### src/hw/rtl/sme_pkg.sv
// types and constants shared by the stack machine execute unit
`default_nettype none
package sme_pkg;
	localparam int WORD_W       = 32;
	localparam int NEXT_W       = 12;
	localparam int CHECK_W      = 34;
	localparam int HEADER_WORDS = 4;
	localparam int HDR_LOCALS   = 3;
	localparam int HDR_PARAMS   = 2;
	localparam int HDR_SAVED_FP = 1;
	localparam logic [7:0] LIMIT_RESET = 8'd20;
	localparam logic [5:0] KIND_LAST   = 6'd33;

	typedef enum logic [5:0] {
		OP_HALT = 6'd0, OP_ADD = 6'd1, OP_SUB = 6'd2, OP_MUL = 6'd3, OP_DIV = 6'd4,
		OP_MOD = 6'd5, OP_NEG = 6'd6, OP_AND = 6'd7, OP_OR = 6'd8, OP_NOT = 6'd9,
		OP_LT = 6'd10, OP_GT = 6'd11, OP_EQ = 6'd12, OP_LEQ = 6'd13, OP_GEQ = 6'd14,
		OP_NEQ = 6'd15, OP_PUSH = 6'd16, OP_POP = 6'd17, OP_SWAP = 6'd18,
		OP_DUP = 6'd19, OP_GET_GLOBAL = 6'd20, OP_SET_GLOBAL = 6'd21,
		OP_JUMP = 6'd22, OP_JUMP_POS = 6'd23, OP_JUMP_ZERO = 6'd24,
		OP_GET_LOCAL = 6'd25, OP_SET_LOCAL = 6'd26, OP_GET_PARAM = 6'd27,
		OP_SAVE = 6'd28, OP_FRAME = 6'd29, OP_CALL = 6'd30, OP_RET_VALUE = 6'd31,
		OP_RETURN = 6'd32, OP_SAY = 6'd33, OP_ILLEGAL = 6'd63
	} op_t;

	typedef enum logic [2:0] {
		ST_RUN = 3'd0, ST_HALT = 3'd1, ST_OVERFLOW = 3'd2, ST_DIVZERO = 3'd3,
		ST_ILLEGAL = 3'd4, ST_FRAME = 3'd5
	} status_t;

	// per-instruction class flags set by the front end
	typedef struct packed {
		logic push_chk;
		logic use_div;
		logic tgt_mod;
		logic glob;
		logic rd2;
	} class_t;

	typedef struct packed {
		op_t         op;
		class_t      cls;
		logic [31:0] operand;
		logic [7:0]  second_operand;
	} item_t;
endpackage
`default_nettype wire

### src/hw/rtl/sme_ifs.sv
// channel interfaces: instruction, result and configuration
`default_nettype none
interface sme_instr_if;
	logic               valid;
	logic               ready;
	logic [5:0]         kind;
	logic signed [31:0] operand;
	logic [7:0]         second_operand;
	modport source (output valid, kind, operand, second_operand, input ready);
	modport sink (input valid, kind, operand, second_operand, output ready);
endinterface

`default_nettype wire

### src/hw/rtl/sme_front.sv
// front end: takes instruction words, classifies them, two-entry queue
`default_nettype none
module sme_front import sme_pkg::*; (
	input  logic  clk,
	input  logic  arst_n,
	sme_instr_if.sink instr,
	output logic  q_valid,
	output item_t q_item,
	input  logic  q_pop
);
	localparam int QD  = 2;
	localparam int QAW = $clog2(QD);
	localparam int QCW = $clog2(QD + 1);

	item_t          fifo_q [QD];
	logic [QAW-1:0] wp_q, rp_q;
	logic [QCW-1:0] cnt_q;
	item_t          dec;
	logic           push;

	always_comb begin
		dec.operand        = instr.operand;
		dec.second_operand = instr.second_operand;
		dec.op             = (instr.kind > KIND_LAST) ? OP_ILLEGAL : op_t'(instr.kind);
		dec.cls            = '0;
		unique case (dec.op) inside
			OP_PUSH, OP_DUP, OP_GET_LOCAL: dec.cls.push_chk = 1'b1;
			OP_GET_GLOBAL: begin
				dec.cls.push_chk = 1'b1;
				dec.cls.glob     = 1'b1;
			end
			OP_SET_GLOBAL: dec.cls.glob = 1'b1;
			OP_GET_PARAM: begin
				dec.cls.push_chk = 1'b1;
				dec.cls.rd2      = 1'b1;
			end
			OP_DIV, OP_MOD: dec.cls.use_div = 1'b1;
			OP_JUMP, OP_JUMP_POS, OP_JUMP_ZERO, OP_CALL: dec.cls.tgt_mod = 1'b1;
			OP_RET_VALUE, OP_RETURN: begin
				dec.cls.tgt_mod = 1'b1;
				dec.cls.rd2     = 1'b1;
			end
			default: dec.cls = '0;
		endcase
	end

	assign instr.ready = (cnt_q != QCW'(QD));
	assign push        = instr.valid && instr.ready;
	assign q_valid     = (cnt_q != '0);
	assign q_item      = fifo_q[rp_q];

	always_ff @(posedge clk or negedge arst_n) begin
		if (!arst_n) begin
			wp_q  <= '0;
			rp_q  <= '0;
			cnt_q <= '0;
		end else begin
			if (push) wp_q <= wp_q + 1'b1;
			if (q_pop) rp_q <= rp_q + 1'b1;
			if (push && !q_pop) cnt_q <= cnt_q + 1'b1;
			else if (!push && q_pop) cnt_q <= cnt_q - 1'b1;
		end
	end

	always_ff @(posedge clk) begin
		if (push) fifo_q[wp_q] <= dec;
	end
endmodule
`default_nettype wire

### src/flat_wrapper.sv
// flat-port wrapper written by rule: the top's interface ports become plain ports
module sme_front_flat import sme_pkg::*;
  (clk, arst_n, q_valid, q_item, q_pop, instr_valid, instr_kind, instr_operand, instr_second_operand, instr_ready);
  sme_instr_if instr_i ();
  input  logic clk;
  input  logic arst_n;
  output logic q_valid;
  output item_t q_item;
  input  logic q_pop;
  input wire logic [$bits(instr_i.valid)-1:0] instr_valid;
  input wire logic [$bits(instr_i.kind)-1:0] instr_kind;
  input wire logic [$bits(instr_i.operand)-1:0] instr_operand;
  input wire logic [$bits(instr_i.second_operand)-1:0] instr_second_operand;
  output wire logic [$bits(instr_i.ready)-1:0] instr_ready;
  assign instr_i.valid = instr_valid;
  assign instr_i.kind = instr_kind;
  assign instr_i.operand = instr_operand;
  assign instr_i.second_operand = instr_second_operand;
  assign instr_ready = instr_i.ready;
  sme_front u_core (.clk(clk), .arst_n(arst_n), .instr(instr_i), .q_valid(q_valid), .q_item(q_item), .q_pop(q_pop));
endmodule
### config.mk
export PLATFORM = sky130hd
export DESIGN_NAME = sme_front_flat
export DESIGN_NICKNAME = d
export VERILOG_FILES = /design/src/hw/rtl/sme_pkg.sv /design/src/hw/rtl/sme_ifs.sv /design/src/hw/rtl/sme_front.sv /design/src/flat_wrapper.sv
export SDC_FILE = /design/constraint.sdc
export NUM_CORES = 1
export LEC_CHECK = 0
export ABC_AREA = 1
export BUFFER_PORTS_ARGS = -buffer_cell sky130_fd_sc_hd__buf_2
export CAP_MARGIN = 0
export CORE_MARGIN = 2
export CORE_UTILIZATION = 50
export CTS_BUF_LIST = sky130_fd_sc_hd__clkbuf_2 sky130_fd_sc_hd__clkbuf_4 sky130_fd_sc_hd__clkbuf_8
export CTS_CLUSTER_DIAMETER = 80
export DETAILED_ROUTE_END_ITERATION = 12
export HOLD_SLACK_MARGIN = 0.06
export PLACE_DENSITY = 0.82
export SETUP_SLACK_MARGIN = 0.5
export SLEW_MARGIN = 20
export SYNTH_ARGS = -nofsm -noshare
export SYNTH_HDL_FRONTEND = slang
export SYNTH_SLANG_ARGS = --single-unit
### constraint.sdc
create_clock -name clk -period 6.9 [get_ports clk]
set_input_delay 0.69 -clock clk [delete_from_list [all_inputs] [get_ports clk]]
set_output_delay 0.69 -clock clk [all_outputs]
set_load 0.03 [all_outputs]
== Word-level counts from Yosys, hierarchy flattened ==
Memory sizes are Yosys's and may differ from the RTL's.
Index checks and enable logic that the tools add are counted.

* Add/sub/neg operators: 4
* Order comparisons: 1
* Eq/ne operators: 15
* Mux-type cells: 10
* Reductions and logical operators: 12

{| class="wikitable"
|+ Operator list
! kind !! number
|-
| 6-bit by 5-bit == test with 1-bit output (second input constant) || 11
|-
| 6-bit by 3-bit == test with 1-bit output (second input constant) || 2
|-
| 1-bit two-way mux || 7
|-
| 6-bit == test (second input constant) || 1
|-
| 6-bit greater-than comparator (second input constant) || 1
|-
| 6-bit two-way mux || 1
|-
| 6-bit OR reduction || 1
|-
| 5-bit OR reduction || 1
|-
| 2-bit two-way mux || 2
|-
| 2-bit nonzero test || 2
|-
| 2-bit OR reduction || 2
|-
| 1-bit logical AND || 3
|-
| 3-bit OR reduction || 1
|-
| 1-bit adder (second input constant) || 2
|-
| 2-bit by 1-bit adder with 2-bit output (second input constant) || 1
|-
| 1-bit logical NOT || 2
|-
| 2-bit != test (second input constant) || 1
|-
| 2-bit by 1-bit subtractor with 2-bit output (second input constant) || 1
|}

* Bits in registers: 4
* RAM bits: 102
* Input port bits: 50
* Output and inout bits: 53
* Word-level logic and storage cells: 46
* Memories kept: 1

{| class="wikitable"
|+ Memory list
! name !! words !! bits a word !! rd ports !! clocked after Yosys merged registers in !! wr ports !! line !! text
|-
| u_core.fifo_q || 2 || 51 || 1 || 0 || 1 || sme_front.sv:15 || <nowiki>item_t fifo_q [QD];</nowiki>
|}

== Logic depth before layout (Yosys ltp) ==
* Depth in word-level cells: 6
* Gate-level depth with buffers: 9
* Gate-level depth less buffers: 9

== Worst setup path after synthesis ==
OpenSTA, ideal clock, no wires.

* Kind: reg2reg
* Start point: register u_core.cnt_q[0]
* End point: memory u_core.fifo_q[1][0] (netlist bit) (enable)
* Library setup time: 0.461 ns
* Arrival time: 2.969 ns
* Data required time: 6.439 ns
* Slack: 3.469 ns
* Stages on the path, launching flop included: 5
* Path buffers: 0
* Clock period less this slack: 3.431 ns
* Cells stage by stage: dfrtp_1 -> inv_1 -> nand2_1 -> nand2_1 -> nor2_1

* Word-level cells in the longest chain between the ends: 4

{| class="wikitable"
|+ Ends and longest elaborated chain
! element !! line !! text
|-
| start: declaration || sme_front.sv:17 || <nowiki>logic [QCW-1:0] cnt_q;</nowiki>
|-
| start signal: assignment || sme_front.sv:60 || <nowiki>if (push && !q_pop) cnt_q <= cnt_q + 1'b1;</nowiki>
|-
| start signal: assignment || sme_front.sv:61 || <nowiki>else if (!push && q_pop) cnt_q <= cnt_q - 1'b1;</nowiki>
|-
| 2-bit != test || sme_front.sv:47 || <nowiki>assign instr.ready = (cnt_q != QCW'(QD));</nowiki>
|-
| via instr_ready || flat_wrapper.sv:14 || <nowiki>output wire logic [$bits(instr_i.ready)-1:0] instr_ready;</nowiki>
|-
| 1-bit logical AND || sme_front.sv:48 || <nowiki>assign push = instr.valid && instr.ready;</nowiki>
|-
| 1-bit two-way mux || sme_front.sv:66 || <nowiki>if (push) fifo_q[wp_q] <= dec;</nowiki>
|-
| 1-bit two-way mux (not written as such) || sme_front.sv:66 ||
|-
| end: declaration || sme_front.sv:15 ||
|}

The timed path passes the listed nets, and every way through them passes these cells.

==> impl_results.md <==
* CTS tree: yes
* I/O Buffers at slightly above 100
* Cells after Synth at between 200 and 250
* Worst Setup SP: u_core.rp_q
* Crit-path max FO at 52
* Fin util at between 60% and 70%
* Clk_skew at about 0.017 ns
* Largest net degree at the start of global routing at 53
* Vias/cell at around 5
* Arrival @ worst endpoint at about 1.9 ns
* Switch share at 36.0%
* Post-detail-place hpwl at 4280 µm
* Antenna violation net count after detailed routing at 0
* Post-CTS setup buffer count at 0
* VDD IR max at ~0.21 mV
* Initial antenna violation count at 0
* Post-Syn Area per Cell at between 15 and 20 µm²
* Initial drt markers at 62
* P_int at 1.35 mW
* Nets at 383
* Fin. Hold Viols at 0
* GP Congestion at between 0.8 and 0.9
* Post-Route WL at 6550 µm
* Unrepaired setup endpoints after global routing: false
* Crit path time final at 2.58 ns
* Worst reg2reg startpoint: u_core.cnt_q[0]
* Die area at 8930 µm²
* Final period utilization at ~37%
* Worst flop-to-flop path endpoint: u_core.fifo_q[0][40]
* CP Capture Type: output pin
* CP Data Required Time at approximately 6.2 ns
* # rows at 33
* Max-slew violations at 0
* Logic pwr share at a little over a third
* Share of layout cells above drive strength 1 at between 50% and 60%
* Max-cap viol count at 0
* Crit path launch type: register
* Cell chain of the critical path: mux2_2 > buf_2
* Placed inst area at ~4700 µm²
* Post-synth cell types at 23
* Static Leak at about 1.9 nW
* Buf/Inv on CP at 1
* Post-route cell area at slightly below 5000 µm²
* Core area at around 8000 µm²
* Synth warnings at 0
* Place WS at 4.54 ns
* Sequential area share after synthesis at about 77%
* # diodes at 0
* Pwr dens at ~430 nW/µm²
* Commonest cells after routing, fill and taps aside: 102 x buf_2, 102 x edfxtp_1, 51 x mux2_2
* Routed wire length per instance at around 15 µm
* Setup ws final at 4.32 ns
* Max stage delay on crit path at about 0.9 ns
* H-tree levels at 3
* Net count after synthesis at approximately 280
* Die Y at between 90 and 100 µm
* WS Path Type: reg2out
* TritonCTS Buffers at 9
* First-pass iteration count of the detailed router at 4
* Relative slew slack at around half
* Synthesized area at 4090 µm²
* Reg-to-reg slack, setup at 4.82 ns
* R2R cell count at 5
* Worst skew pair latency at 0.35 ns
* DRC Markers at 0
* Synthesized flop and latch total at 106
* Worst-margin pin slew at 0.730 ns
* Critical path's slowest cell: dfrtp_4
* CTS root buf: clkbuf_8
* P&R area growth vs syn at 20.6%
* PostCTS Resize Cnt at 0
* Status: finished clean
* CTS clk-pin slew, worst paths at approximately 0.1 ns
* Multi-input gate area at between 800 and 900 µm²
* Hold crit path type: in2async
* GRT Overall Usage at 15.3%
* Vias post-DR at around 2200
* Fin Setup TNS at 0 ns
* Initial core utilization at 50.6%
* Max Root-Sink Buffers at 2
* Vias in the first global route at between 2000 and 2500
* Die Wd at about 94 µm
* Gr ovfl total at 0
* Net switching power at between 0.7 and 0.8 mW
* Global-route wire length before repair at approximately 10000 µm
* Total power at around 2.1 mW
* Sequential cell area at around 3200 µm²
* Cell count along the critical path at 2
* Hold_buf cts at 0
* Sequential share of power at between 40% and 50%
* Critical path's top delay family: flip-flops
* Clock sinks at roughly 110
* Fillers at between 600 and 700
* Clk network pwr share at 18.8%
* Final setup violation count at 0
* Achievable Freq at between 0.3 and 0.4 GHz
* IO Count at 103
-- power groups by stage --
stage	clock network, mW	logic [mW]	registers (mW)
2_1_floorplan	0	0.613	0.922
3_3_place_gp	0	0.748	0.979
3_5_place_dp	0	0.749	0.988
4_1_cts	0.406	0.753	0.974
5_1_grt	0.432	0.793	0.988
6_report	0.395	0.741	0.970
-- metrics by stage --
stage	hold WS [ns]	std cells
after floorplan	0.394	225
after global placement	0.465	426
after detailed placement	0.468	426
after CTS	0.100	441
after global routing	0.0947	441
final	0.120	441
-- synth_stat cells --
master | number | area (µm²)
a21oi_1 | 1 | 5.00
buf_2 | 6 | 30.0
buf_6 | 1 | 11.3
clkbuf_1 | 1 | 3.75
dfrtp_1 | 4 | 100
edfxtp_1 | 102 | 3060
ha_1 | 1 | 12.5
inv_1 | 12 | 45.0
mux2_2 | 51 | 574
nand2_1 | 16 | 60.1
nand2_2 | 2 | 12.5
nand2_4 | 2 | 22.5
nand3_1 | 5 | 25.0
nand4_1 | 3 | 18.8
nor2_1 | 7 | 26.3
nor2_2 | 1 | 6.26
nor3_1 | 2 | 10.0
nor3_4 | 1 | 16.3
nor4_1 | 1 | 6.26
o21ai_1 | 2 | 10.0
o21ai_2 | 1 | 8.76
xnor2_1 | 1 | 8.76
xor2_1 | 2 | 17.5
-- routing by layer --
layer,wire length (µm),track usage [%],up-vias
li1,-,-,1052
met1,2660,17.8,1067
met2,3410,27.0,76
met3,403,4.55,11
met4,77,5.92,0
met5,0,0,-
-- cell type report --
cell class                      instances  area share (%)
Clock buffer                           10            2.66
Clock inverter                          5            1.62
Inverter                               12           0.913
Multi-Input combinational cell         99            17.3
Sequential cell                       106            64.2
Tap cell                              105            2.66
Timing Repair Buffer                  104            10.6
-- registers in the layout, summed over array words and instances (netlist names) --
signal	cells
u_core.rp_q	1
u_core.cnt_q	2
u_core.fifo_q	102
u_core.wp_q	1
-- worst max path at each step --
stage / endpoint
2_1_floorplan: u_core.fifo_q[1][0]
3_3_place_gp: q_item[20]
3_5_place_dp: u_core.fifo_q[0][35]
4_1_cts: q_item[20]
5_1_grt: q_item[9]
6_report: q_item[20]
-- cell families (layout without fill, tap and decap cells) --
family                   Yosys count  count (layout)  synth area share [%]
AO/OA/AOI/OAI                      4               4                 0.581
multiplexers                      51              51                  14.0
flip-flops                       106             106                  77.3
adder cells (fa/ha/maj)            1               1                 0.306
buffers and inverters             20             131                  2.20
AND/OR/NAND/NOR                   40              40                  4.98
XOR/XNOR                           3               3                 0.642
(Power assumes the default switching activity.)
